$ cat config.mk
export PLATFORM = sky130hd
export DESIGN_NAME = bsmn_ctrl
export DESIGN_NICKNAME = d
export VERILOG_FILES = /design/src/hdl/bsmn_pkg.sv /design/src/hdl/bsmn_ctrl.sv
export SDC_FILE = /design/constraint.sdc
export NUM_CORES = 1
export LEC_CHECK = 0
export BUFFER_PORTS_ARGS = -buffer_cell sky130_fd_sc_hd__buf_4
export CAP_MARGIN = 25
export CORE_UTILIZATION = 38
export DETAILED_ROUTE_END_ITERATION = 8
export GPL_TIMING_DRIVEN = 1
export PLACE_DENSITY = 0.66
export SLEW_MARGIN = 10
export SYNTH_ARGS = -nofsm -noshare
export SYNTH_HDL_FRONTEND = slang
export SYNTH_SLANG_ARGS = --single-unit
$ cat constraint.sdc
create_clock -name clk -period 4.2 [get_ports clk]
set_input_delay 0.21 -clock clk [delete_from_list [all_inputs] [get_ports clk]]
set_output_delay 0.21 -clock clk [all_outputs]
set_load 0.005 [all_outputs]
$ cat src/hdl/bsmn_pkg.sv
package bsmn_pkg;

  localparam int unsigned ROOT_STEPS  = 33;
  localparam int unsigned FRAC_STEPS  = 32;
  localparam int unsigned SCALE_STEPS = 47;
  localparam int unsigned CNT_W       = 6;

  localparam logic [30:0] TARGET_RESET   = 31'd65536;
  localparam logic [30:0] IDENTITY_SCALE = 31'd65536;
  localparam logic [30:0] MIN_RADIUS     = 31'd7;

  typedef struct packed {
    logic signed [31:0] center_x;
    logic signed [31:0] center_y;
    logic signed [31:0] center_z;
    logic signed [31:0] sphere_radius;
    logic               last;
  } in_word_t;

  typedef struct packed {
    logic               found;
    logic [30:0]        uniform_scale;
    logic signed [31:0] offset_x;
    logic signed [31:0] offset_y;
    logic signed [31:0] offset_z;
  } out_word_t;

  typedef enum logic [3:0] {
    ST_IDLE,
    ST_CHECK,
    ST_SQUARE,
    ST_ROOT_INIT,
    ST_ROOT,
    ST_TEST,
    ST_FRAC,
    ST_MOVE,
    ST_PREP,
    ST_SCALE,
    ST_OFFSET,
    ST_EMIT
  } state_t;

  typedef enum logic [1:0] {
    MUL_SQ,
    MUL_MOVE,
    MUL_OFF
  } mul_mode_t;

  typedef struct packed {
    logic      load;
    logic      delta;
    logic      take_new;
    logic      mul_go;
    mul_mode_t mul_mode;
    logic [1:0] mul_sel;
    logic [1:0] wr_sel;
    logic      sq_wr;
    logic      acc_first;
    logic      move_wr;
    logic      off_wr;
    logic      root_init;
    logic      root_step;
    logic      merge;
    logic      div_step;
    logic      scale_init;
    logic      scale_latch;
    logic      emit;
  } cmd_t;

  typedef struct packed {
    logic item_pos;
    logic have;
    logic last;
    logic contain_agg;
    logic contain_new;
    logic d_zero;
    logic out_busy;
  } status_t;

endpackage

$ cat src/hdl/bsmn_ctrl.sv
module bsmn_ctrl (
  input  logic             clk,
  input  logic             rst,
  input  logic             in_valid,
  output logic             in_stall,
  input  bsmn_pkg::status_t st,
  output bsmn_pkg::cmd_t   cmd
);
  import bsmn_pkg::*;

  state_t           state, state_next;
  logic [CNT_W-1:0] cnt, cnt_next;
  state_t           finish_state;

  always_ff @(posedge clk) begin
    if (rst) begin
      state <= ST_IDLE;
      cnt   <= '0;
    end else begin
      state <= state_next;
      cnt   <= cnt_next;
    end
  end

  assign finish_state = st.last ? ST_PREP : ST_IDLE;

  always_comb begin
    state_next = state;
    cnt_next   = cnt + 1'b1;
    case (state)
      ST_IDLE: begin
        cnt_next = '0;
        if (in_valid) state_next = ST_CHECK;
      end
      ST_CHECK: begin
        cnt_next = '0;
        if (!st.item_pos || !st.have) state_next = finish_state;
        else state_next = ST_SQUARE;
      end
      ST_SQUARE: begin
        if (cnt == CNT_W'(3)) begin
          state_next = ST_ROOT_INIT;
          cnt_next   = '0;
        end
      end
      ST_ROOT_INIT: begin
        cnt_next   = '0;
        state_next = ST_ROOT;
      end
      ST_ROOT: begin
        if (cnt == CNT_W'(ROOT_STEPS - 1)) begin
          state_next = ST_TEST;
          cnt_next   = '0;
        end
      end
      ST_TEST: begin
        cnt_next = '0;
        if (st.contain_agg || st.contain_new || st.d_zero) state_next = finish_state;
        else state_next = ST_FRAC;
      end
      ST_FRAC: begin
        if (cnt == CNT_W'(FRAC_STEPS - 1)) begin
          state_next = ST_MOVE;
          cnt_next   = '0;
        end
      end
      ST_MOVE: begin
        if (cnt == CNT_W'(3)) begin
          state_next = finish_state;
          cnt_next   = '0;
        end
      end
      ST_PREP: begin
        cnt_next   = '0;
        state_next = ST_SCALE;
      end
      ST_SCALE: begin
        if (cnt == CNT_W'(SCALE_STEPS)) begin
          state_next = ST_OFFSET;
          cnt_next   = '0;
        end
      end
      ST_OFFSET: begin
        if (cnt == CNT_W'(3)) begin
          state_next = ST_EMIT;
          cnt_next   = '0;
        end
      end
      ST_EMIT: begin
        cnt_next = '0;
        if (!st.out_busy) state_next = ST_IDLE;
      end
      default: begin
        state_next = ST_IDLE;
        cnt_next   = '0;
      end
    endcase
  end

  always_comb begin
    cmd      = '0;
    in_stall = (state != ST_IDLE);
    case (state)
      ST_IDLE:  cmd.load = in_valid;
      ST_CHECK: begin
        cmd.delta    = 1'b1;
        cmd.take_new = st.item_pos && !st.have;
      end
      ST_SQUARE: begin
        cmd.mul_go    = (cnt < CNT_W'(3));
        cmd.mul_mode  = MUL_SQ;
        cmd.mul_sel   = cnt[1:0];
        cmd.sq_wr     = (cnt != '0);
        cmd.acc_first = (cnt == CNT_W'(1));
        cmd.wr_sel    = cnt[1:0] - 2'd1;
      end
      ST_ROOT_INIT: cmd.root_init = 1'b1;
      ST_ROOT:      cmd.root_step = 1'b1;
      ST_TEST: begin
        cmd.take_new = !st.contain_agg && st.contain_new;
        cmd.merge    = !st.contain_agg && !st.contain_new;
      end
      ST_FRAC: cmd.div_step = 1'b1;
      ST_MOVE: begin
        cmd.mul_go   = (cnt < CNT_W'(3));
        cmd.mul_mode = MUL_MOVE;
        cmd.mul_sel  = cnt[1:0];
        cmd.move_wr  = (cnt != '0);
        cmd.wr_sel   = cnt[1:0] - 2'd1;
      end
      ST_PREP: cmd.scale_init = 1'b1;
      ST_SCALE: begin
        cmd.div_step    = (cnt != CNT_W'(SCALE_STEPS));
        cmd.scale_latch = (cnt == CNT_W'(SCALE_STEPS));
      end
      ST_OFFSET: begin
        cmd.mul_go   = (cnt < CNT_W'(3));
        cmd.mul_mode = MUL_OFF;
        cmd.mul_sel  = cnt[1:0];
        cmd.off_wr   = (cnt != '0);
        cmd.wr_sel   = cnt[1:0] - 2'd1;
      end
      ST_EMIT: cmd.emit = !st.out_busy;
      default: cmd = '0;
    endcase
  end

endmodule

# Yosys cells after proc, flatten, opt, wreduce, memory -nomap -nowiden
# Index checks and enable logic that the tools add are counted.
word_totals:
  rom_bits: 0
  reg_bits: 10
  out_inout_bits: 22
  mem_bits_rw: 0
  mem_count: 0
  latch_bits: 0
  input_bits: 10
  elab_cells: 77
op_classes:
  muxes: 31
  n_shift: 0
  magnitude_cmp: 1
  multipliers: 0
  bitwise: 0
  n_reduce_logical: 16
  n_div: 0
  n_addsub: 2
  n_eq_ne: 25
op_table:
  columns: ["operator", "n"]
  rows:
  - ["$pmux 4 s12", 1]
  - ["$mux 4", 11]
  - ["$mux 6", 4]
  - ["$pmux 6 s4", 1]
  - ["$pmux 7 s3", 1]
  - ["$eq 4x3->1 const B", 4]
  - ["$eq 4x4->1 const B", 4]
  - ["$ne 2x2->1 const B", 8]
  - ["$eq 6x6->1 const B", 2]
  - ["$mux 1", 10]
  - ["$eq 4x2->1 const B", 2]
  - ["$reduce_and 8->1", 1]
  - ["$add 6x1->6 const B", 1]
  - ["$eq 6x1->1 const B", 1]
  - ["$eq 6x2->1 const B", 1]
  - ["$eq 6x5->1 const B", 1]
  - ["$lt 6x2->1 const B", 1]
  - ["$ne 6x6->1 const B", 1]
  - ["$reduce_bool 6->1", 1]
  - ["$logic_not 1->1", 5]
  - ["$eq 4x1->1 const B", 1]
  - ["$logic_not 4->1", 1]
  - ["$pmux 1 s2", 2]
  - ["$reduce_bool 4->1", 1]
  - ["other kinds (5)", 9]

# Longest topological paths before layout
# Gate-level depths: netlist of the first run.
depth:
  word_depth: 4
  mapped_depth: 7
  ltp_nobuf: 6

# Worst setup path before layout of the first run
# No wires, ideal clock.
synth_timing:
  kind: "register to register"
  startpoint: "register cnt[0]"
  endpoint: "register state[3]"
  stages_incl_launch_ff: 7
  synth_period_minus_slack_ns: 1.677
  path_slack_ns: 2.523
  t_required_ns: 4.075
  setup_time_ns: 0.125
  t_arrival_ns: 1.551
  cell_sequence: "dfxtp_1 > ha_1 > and3_1 > a21boi_1 > nor4b_4 > nand2_1 > mux2i_1"
synth_between:
  elab_chain_len: 3
synth_rtl:
  columns: ["element", "line_no", "text"]
  rows:
  - ["start, declared", "bsmn_ctrl.sv:12", "logic [CNT_W-1:0] cnt, cnt_next;"]
  - ["start signal, assigned", "bsmn_ctrl.sv:21", "cnt <= cnt_next;"]
  - ["$eq 6x6->1, or another cell as far along", "bsmn_ctrl.sv:78", "if (cnt == CNT_W'(SCALE_STEPS)) begin"]
  - ["$ne 2x2->1 (no source line)", null, null]
  - ["$reduce_and 8->1 (no source line) (*)", null, null]
  - ["end signal, assigned", "bsmn_ctrl.sv:20", "state <= state_next;"]
  - ["end, declared", "bsmn_ctrl.sv:11", "state_t state, state_next;"]
# Every way passes the cells marked *; elsewhere a longest branch is shown, timed or not.
# A chain may end at the register's enable or synchronous reset.

==> results of run 1 <==
## routing by layer
metal | GRT usage [%] | vias up | wire, um
li1 | - | 518 | -
met1 | 28.7 | 446 | 1150
met2 | 31.4 | 29 | 1070
met3 | 4.68 | 4 | 76
met4 | 8.56 | 0 | 32
met5 | 0 | - | 0
## layout make-up
| class | count | area (um2) | area share [%] |
|---|---|---|---|
| clock buffer | 3 | 22.5 | 1.88 |
| timing repair buffer | 31 | 233 | 19.4 |
| sequential | 10 | 200 | 16.7 |
| tap | 28 | 35.0 | 2.92 |
| inverter | 7 | 26.3 | 2.19 |
| multi-input combinational | 106 | 682 | 56.9 |
## cell usage after synthesis (all sizes together)
cell type	instances	area, um2
a211oi	2	15.0
a21boi	4	30.0
a21oi	6	30.0
a22oi	1	12.5
a31oi	1	6.26
a32o	1	10.0
a41o	1	10.0
and2	1	6.26
and3	4	25.0
and3b	1	8.76
and4bb	1	12.5
buf	4	28.8
clkbuf	2	7.51
dfxtp	10	200
ha	3	37.5
inv	7	26.3
mux2i	2	20.0
nand2	14	52.6
nand2b	5	31.3
nand3	3	15.0
nand4b	1	8.76
nor2	18	67.6
nor2b	2	12.5
nor3	10	50.1
nor3b	1	7.51
nor4	3	33.8
nor4b	3	47.5
nor4bb	1	10.0
o21a	1	7.51
o21ai	3	15.0
o21bai	1	7.51
o221ai	1	8.76
o31ai	1	7.51
or2	3	18.8
or3	2	12.5
or3b	1	8.76
xnor2	3	26.3
xor2	1	8.76
## worst register-to-register path, delay by kind of cell, from the launching register on
kind | cells | cell delay [ns]
and+or+nand+nor | 3 | 0.63
DFF | 1 | 0.76
AOI/OAI and AO/OA | 2 | 0.51
## logic make-up (layout without fill, tap and decap cells)
kind of cell | after synthesis | count (layout) | synth area share, %
adder cells (fa/ha/maj) | 3 | 3 | 3.97
buffers and inverters | 13 | 41 | 6.62
multiplexers | 2 | 2 | 2.12
AND/OR/NAND/NOR | 74 | 74 | 45.4
flip-flops | 10 | 10 | 21.2
XOR/XNOR | 4 | 4 | 3.71
AO/OA/AOI/OAI | 23 | 23 | 17.0
## power groups by stage
| stage | clock network [mW] | logic [mW] | registers, mW |
|---|---|---|---|
| floorplan | 0 | 0.158 | 0.115 |
| global placement | 0 | 0.178 | 0.152 |
| detailed placement | 0 | 0.180 | 0.153 |
| CTS | 0.0673 | 0.183 | 0.151 |
| global route | 0.0768 | 0.203 | 0.158 |
| finish | 0.0667 | 0.180 | 0.152 |
## sequential cells by signal, indices dropped and copies added, names as in the netlist
name,cells
cnt,6
state,4
## through the flow
step | cells | hold WS, ns | utilization, % | cell area, um2 | power (mW)
6_report | 185 | 0.266 | 52.7 | 1200 | 0.398
3_3_place_gp | 182 | 0.486 | 51.7 | 1180 | 0.330
4_1_cts | 185 | 0.262 | 52.7 | 1200 | 0.401
3_5_place_dp | 182 | 0.509 | 51.7 | 1180 | 0.333
2_1_floorplan | 129 | 0.390 | - | 945 | 0.273
5_1_grt | 185 | 0.301 | 52.7 | 1200 | 0.438
## how the worst max path moves through the flow
stage	start	to	slack (ns)	depth (start not counted)
after global placement	state[0]$_SDFFE_PP0P_	state[2]$_SDFFE_PP0P_	2.29	5
final	state[0]$_SDFFE_PP0P_	cmd[3]	2.01	4
after floorplan	cnt[0]$_SDFF_PP0_	state[3]$_SDFFE_PP0P_	2.52	6
after CTS	state[0]$_SDFFE_PP0P_	cmd[3]	2.02	4
after global routing	state[0]$_SDFFE_PP0P_	cmd[3]	1.89	4
after detailed placement	state[0]$_SDFFE_PP0P_	state[2]$_SDFFE_PP0P_	2.23	5
==> out/results.tsv, run 1 <==
stage	metric	value	unit
clock_network	ctsHtreeMaxLevel	1	
floorplanning	fp.dieW	51.9	um
power_and_ir_drop	power_leakage	0.537	nW
routing	first_iter_violations	15	
timing	setup_viol	0	
timing	fin_worst_skew	0.00120	ns
worst_setup_path	timing.rr.end	state[2]$_SDFFE_PP0P_	
global_routing	grt_pass1_wl	4230	um
worst_setup_path	rrSetupSlack	2.20	ns
min_path	whs_path_depth	3	
clock_network	post-cts-setup-buffers	0	
routing	via_count	997	
timing	worst_slack	2.01	ns
global_routing	grt_usage	21.0	%
clock_network	cts-root-buf	clkbuf_4	
floorplanning	ios	32	
timing	tightest_slew	0.681	ns
routing	avgRoutedWirePerCell	12.6	um
synth	syn_area_per_cell	7.32	um2
synth	syn_area	945	um2
placement	dpl.hpwl	1810	um
floorplanning	rows	17	
power_and_ir_drop	pwr-share-seq	38.1	%
clock_network	clock-sinks	10	
worst_setup_path	cpLargestDelayFamily	flip-flops	
placement	io_buffers	31	
worst_setup_path	cpPeakStageDelay	0.76	ns
flow_run	maxCapViolCount	0	
floorplanning	initial_core_util	41.5	%
worst_setup_path	cp_slowest_cell	dfxtp_1	
routing	wl	2330	um
placement	place_ws	2.23	ns
final_layout	syn2layout_area_growth	26.9	%
synth	syn-instance-count	129	
global_routing	grt_pass1_vias	935	
min_path	hp-start	rst	
synth	ys_types	45	
clock_network	clk_pin_slew	0.07	ns
power_and_ir_drop	pwr-share-clk	16.7	%
power_and_ir_drop	combPwrFrac	45.2	%
final_layout	nets	172	
routing	dr.pass1.iters	4	
timing	clock.fmax	0.458	GHz
placement	place.gp.congestion	0.798	
worst_setup_path	crit_path_start_kind	register	
worst_setup_path	timing.rr.start	state[0]$_SDFFE_PP0P_	
power_and_ir_drop	swShare	41.9	%
clock_network	insertion_delay	0.26	ns
final_layout	fill_cells	221	
worst_setup_path	critPathMaxFanout	21	
timing	finalHoldViolCount	0	
power_and_ir_drop	p_switching	167	uW
min_path	min_path_type	primary input to register	
worst_setup_path	path_class	register to output pin	
routing	route.detailed.drc	0	
status	outcome	complete, no violations	
clock_network	hold_buffers	0	
global_routing	grt_max_degree	22	
final_layout	diodes	0	
power_and_ir_drop	internal_power	231	uW
clock_network	cts_buffers	3	
floorplanning	core_area	0.00228	mm2
final_layout	drive_gt1_share	25.5	%
floorplanning	die_h	51.9	um
worst_setup_path	r2r_cells	5	
power_and_ir_drop	ir_worst_vdd	177	uV
global_routing	antenna_found_initial	0	
worst_setup_path	end_kind	output pin	
routing	routed_via_density	5.39	
timing	slew_violations	0	
worst_setup_path	cp.required	3.99	ns
global_routing	grt.overflow.total	0	
timing	rsz0062_at_grt	no	
floorplanning	dieArea	0.00269	mm2
synth	ys_ff_latch	10	
worst_setup_path	crit_chain	and4bb_2 -> a21boi_1 -> or2_2 -> buf_4	
timing	tns	0	ns
synth	synth-seq-area-share	21.2	%
clock_network	ctsLongestPathBuffers	2	
final_layout	final_cell_mix	buf_4 (31), nor2_1 (18), nand2_1 (14), nor3_1 (10), dfxtp_1 (10)	
routing	postRouteAntennaNets	0	
power_and_ir_drop	power_density	332	mW/mm2
clock_network	cts_tree	built	
min_path	worstHoldEndpoint	state[0]$_SDFFE_PP0P_	
final_layout	layout_commonest_cell	buf_4	
worst_setup_path	worstPathArrival	1.98	ns
timing	fin_crit_sh	52.0	%
clock_network	cts_resized	0	
worst_setup_path	path_buf_inv	1	
synth	yosysWarningCount	0	
timing	slew_headroom	54.6	%
timing	layout_min_cycle_time	2.19	ns
synth	synth_nets	142	
(Power assumes the default switching activity.)
==> run 2, diff against run 1 <==
PLACE_DENSITY = 0.69   (was 0.66)
clock period = 2 ns   (was 4.2 ns; I/O delays follow)
==> run 2 against run 1 <==
Net effect: combinational power rose to 2.5 times the previous value; via count up 1.1%; largest cell class unchanged; non-clock buffer count rose by 4; final cell count up 2.2%; register-to-register slack got worse by 2.1 ns; clock power grew 110%; sequential share of layout area decreased by 0.27 points; die area is the same; power up 120%.
==> out/results.tsv, run 2 (same netlist as run 1, synthesis figures left out) <==
stage	metric	value	unit
routing	route.detailed.drc	0	
routing	avgRoutedWirePerCell	12.8	um
min_path	min_path_type	primary input to register	
final_layout	diodes	0	
power_and_ir_drop	power_density	714	mW/mm2
worst_setup_path	rrSetupSlack	0.11	ns
timing	rsz0062_at_grt	no	
final_layout	nets	176	
power_and_ir_drop	power_leakage	0.556	nW
global_routing	grt_max_degree	16	
timing	worst_slack	0.106	ns
timing	fin_worst_skew	0.00870	ns
timing	finalHoldViolCount	0	
power_and_ir_drop	ir_worst_vdd	392	uV
global_routing	grt_usage	20.8	%
worst_setup_path	critPathMaxFanout	6	
placement	place_ws	0.0923	ns
placement	place.gp.congestion	0.793	
floorplanning	dieArea	0.00269	mm2
worst_setup_path	path_class	register to register	
floorplanning	die_h	51.9	um
placement	io_buffers	31	
final_layout	reg_top3	cnt x6, state x4	
worst_setup_path	worstPathArrival	2.03	ns
worst_setup_path	crit_path_start_kind	register	
placement	dpl_cell_area	0.00121	mm2
clock_network	cts-root-buf	clkbuf_4	
floorplanning	rows	17	
global_routing	grt_pass1_vias	909	
clock_network	ctsLongestPathBuffers	2	
routing	wl	2420	um
clock_network	ctsHtreeMaxLevel	1	
global_routing	grt_pass1_wl	4130	um
final_layout	layout_commonest_cell	buf_4	
clock_network	insertion_delay	0.26	ns
status	outcome	complete, no violations	
worst_setup_path	cp.required	2.13	ns
routing	routed_via_density	5.33	
timing	layout_min_cycle_time	1.89	ns
timing	fin_crit_sh	94.7	%
clock_network	clk_pin_slew	0.07	ns
final_layout	fin_util	54.2	%
floorplanning	fp.dieW	51.9	um
routing	dr.pass1.iters	5	
final_layout	largest_register_ff_count	6	
routing	postRouteAntennaNets	0	
final_layout	final_cell_area	0.00123	mm2
clock_network	cts_tree	built	
placement	dpl.hpwl	1950	um
routing	via_count	1008	
final_layout	final_cell_mix	buf_4 (35), nor2_1 (18), nand2_1 (14), nor3_1 (10), dfxtp_1 (8)	
global_routing	grt.overflow.total	0	
flow_run	maxCapViolCount	0	
final_layout	top_register	cnt	
timing	tns	0	ns
timing	clock.fmax	0.528	GHz
floorplanning	core_area	0.00228	mm2
final_layout	syn2layout_area_growth	30.6	%
worst_setup_path	end_kind	register	
timing	tightest_slew	0.402	ns
final_layout	drive_gt1_share	29.2	%
timing	slew_violations	0	
clock_network	cts_buffers	3	
timing	setup_viol	0	
floorplanning	initial_core_util	41.5	%
clock_network	clock-sinks	10	
clock_network	hold_buffers	0	
floorplanning	ios	32	
routing	first_iter_violations	28	
global_routing	antenna_found_initial	0	
timing	slew_headroom	72.9	%
-- run 2: final timing paths --
kind / startpoint / to / cells after the start
max: cnt[0]$_SDFF_PP0_ / state[3]$_SDFFE_PP0P_ / 6
min: rst / state[3]$_SDFFE_PP0P_ / 3
max reg2reg: cnt[0]$_SDFF_PP0_ / state[3]$_SDFFE_PP0P_ / 6
min reg2reg: cnt[0]$_SDFF_PP0_ / cnt[0]$_SDFF_PP0_ / 1
-- run 2: what timing repair did --
| action | CTS | global route |
|---|---|---|
| gates resized for setup | 0 | 3 |
| setup buffers | 0 | 0 |
| endpoints found under the setup margin | 0 | 15 |
-- run 2: layout make-up --
cell class / instances / area, um2
tap: 28 / 35.0
inverter: 7 / 26.3
clock buffer: 3 / 22.5
sequential: 10 / 203
multi-input combinational: 106 / 684
timing repair buffer: 35 / 263
fill: 216 / 1040
-- run 2: metrics by stage --
stage               hold slack, ns  total power [mW]  std cells
floorplan                    0.235             0.573        129
global placement             0.434             0.730        186
detailed placement           0.443             0.741        186
CTS                          0.163             0.879        189
global route                 0.184             0.955        189
finish                       0.167             0.880        189
-- run 2: power breakdown --
| part | internal, mW | total [mW] | switching [mW] |
|---|---|---|---|
| registers | 0.224 | 0.291 | 0.0670 |
| clock network | 0.0693 | 0.137 | 0.0677 |
| logic | 0.227 | 0.452 | 0.226 |
| total | 0.520 | 0.880 | 0.360 |
-- run 2: per-layer routing --
metal	wire length [um]	up-vias	track usage, %
met5	0	-	0
met1	1200	453	27.6
li1	-	521	-
met3	102	2	2.92
met4	27	0	9.46
met2	1090	32	32.7
-- run 2: worst max-delay path: stages (launching register included) --
cell and delay (ns):
dfxtp_1 0.43, ha_2 0.27, and3_1 0.23, a21boi_1 0.13, nor4b_4 0.39, nand2_1 0.16
mux2i_1 0.14
==> run 3, diff against run 2 <==
GPL_TIMING_DRIVEN = 0   (was 1)
==> run 3 against run 2 <==
Net effect: critical endpoint is now cmd[3]; sequential share of layout area down 0.13 points; cell area increased by 0.20%; utilization is 0.11 points higher; routed wire length down 1.7%.
==> out/results.tsv, run 3 (same netlist as run 1, synthesis figures left out) <==
stage	metric	value	unit
timing	setup_viol	0	
global_routing	grt_pass1_wl	4040	um
timing	clock.fmax	0.553	GHz
placement	io_buffers	31	
final_layout	layout_commonest_cell	buf_4	
clock_network	insertion_delay	0.27	ns
min_path	min_path_type	primary input to register	
clock_network	cts-root-buf	clkbuf_4	
worst_setup_path	crit_path_start_kind	register	
worst_setup_path	cpPeakStageDelay	0.39	ns
clock_network	cts_buffers	3	
global_routing	grt_max_degree	11	
global_routing	grt_pass1_vias	934	
clock_network	cts_resized	0	
floorplanning	die_h	51.9	um
floorplanning	rows	17	
routing	wl	2380	um
floorplanning	dieArea	0.00269	mm2
routing	via_count	1026	
global_routing	use_met1	24.8	%
power_and_ir_drop	power_density	705	mW/mm2
clock_network	clk_pin_slew	0.06	ns
timing	tns	0	ns
timing	fin_worst_skew	0.00114	ns
global_routing	grt.overflow.total	0	
worst_setup_path	worstSetupEndpoint	cmd[3]	
final_layout	nets	177	
timing	slew_violations	0	
timing	layout_min_cycle_time	1.81	ns
worst_setup_path	path_class	register to output pin	
power_and_ir_drop	power_leakage	0.562	nW
floorplanning	fp.dieW	51.9	um
final_layout	final_cell_mix	buf_4 (32), nor2_1 (18), nand2_1 (14), nor3_1 (10), dfxtp_1 (9)	
timing	rsz0062_at_grt	no	
timing	finalHoldViolCount	0	
placement	place.gp.congestion	0.824	
worst_setup_path	crit_start	cnt[0]$_SDFF_PP0_	
worst_setup_path	rrSetupSlack	0.21	ns
floorplanning	initial_core_util	41.5	%
final_layout	reg_top3	cnt x6, state x4	
placement	dpl_cell_area	0.00121	mm2
global_routing	antenna_found_initial	0	
floorplanning	ios	32	
clock_network	clock-sinks	10	
worst_setup_path	crit_chain	ha_2 -> and3_1 -> a21boi_1 -> or2_2 -> buf_4	
global_routing	grt_usage	19.7	%
flow_run	maxCapViolCount	0	
worst_setup_path	critPathMaxFanout	6	
worst_setup_path	cp.required	1.90	ns
final_layout	drive_gt1_share	29.0	%
global_routing	grt_util_met3	1.17	%
final_layout	top_register	cnt	
worst_setup_path	worst-path-stages	5	
floorplanning	core_area	0.00228	mm2
final_layout	final_cell_area	0.00124	mm2
clock_network	post-cts-setup-buffers	0	
worst_setup_path	path_buf_inv	1	
timing	slew_headroom	73.4	%
routing	avgRoutedWirePerCell	12.5	um
final_layout	syn2layout_area_growth	30.9	%
placement	dpl.hpwl	1950	um
final_layout	final_cells	190	
final_layout	fin_util	54.3	%
status	outcome	complete, no violations	
worst_setup_path	cpLargestDelayFamily	simple AND/OR/NAND/NOR gates	
routing	dr.pass1.iters	4	
clock_network	ctsHtreeMaxLevel	1	
worst_setup_path	end_kind	output pin	
placement	dp_cells	188	
global_routing	grt_busiest_layer	met2	
worst_setup_path	r2r_cells	6	
routing	postRouteAntennaNets	0	
clock_network	hold_buffers	0	
clock_network	ctsLongestPathBuffers	2	
routing	first_iter_violations	23	
routing	routed_via_density	5.40	
clock_network	cts_tree	built	
worst_setup_path	worstPathArrival	1.71	ns
final_layout	largest_register_ff_count	6	
worst_setup_path	cp_slowest_cell	dfxtp_2	
global_routing	grt_use_met2	33.1	%
power_and_ir_drop	ir_worst_vdd	407	uV
worst_setup_path	timing.rr.start	cnt[0]$_SDFF_PP0_	
timing	fin_crit_sh	90.4	%
timing	tightest_slew	0.396	ns
worst_setup_path	timing.rr.end	cnt[5]$_SDFF_PP0_	
routing	route.detailed.drc	0	
final_layout	diodes	0	
==> run 3: cell count changes in the layout (fill, tap and decap cells not counted), sizes merged <==
| cell | change |
|---|---|
| clkbuf | +1 |
==> run 3: worst min-delay path by stage <==
stage / from / to / slack (ns) / cells after the start
floorplan: st[3] / cmd[4] / 0.24 / 1
global placement: rst / state[0]$_SDFFE_PP0P_ / 0.43 / 3
detailed placement: rst / state[3]$_SDFFE_PP0P_ / 0.45 / 3
global route: rst / state[3]$_SDFFE_PP0P_ / 0.18 / 3
CTS: rst / state[3]$_SDFFE_PP0P_ / 0.16 / 3
finish: rst / state[3]$_SDFFE_PP0P_ / 0.16 / 3
==> run 3: power by group <==
part	internal [mW]	switching, mW
Sequential	0.220	0.0217
Clock	0.0697	0.0692
Combinational	0.227	0.264
==> run 3: stage by stage <==
stage                     hold WS [ns]  setup slack (ns)  power (mW)
after floorplan                  0.235             0.323       0.573
after global placement           0.429             0.115       0.734
after detailed placement         0.446            0.0757       0.744
after CTS                        0.161            0.0112       0.885
after global routing             0.183            0.0737       0.945
final                            0.160             0.192       0.872
==> run 3: worst register-to-register path, stage by stage, from the launching register on <==
cell and delay (ns):
dfxtp_2 0.39, ha_2 0.25, and3_1 0.23, a21boi_1 0.12, nor4b_4 0.38, or2_1 0.24, nor2_1 0.07
==> run 3: layout make-up <==
class / count / area, um2
buffer: 5 / 33.8
clock buffer: 3 / 22.5
fill: 225 / 1040
inverter: 7 / 26.3
multi-input combinational: 106 / 684
sequential: 10 / 201
tap: 28 / 35.0
timing repair buffer: 31 / 233
==> run 3: layer usage <==
metal  share of wire, %  vias to the layer above
li1                   -                      523
met1                 47                      473
met2                 48                       26
met3                3.6                        4
met4                1.6                        0
met5                  0                        -
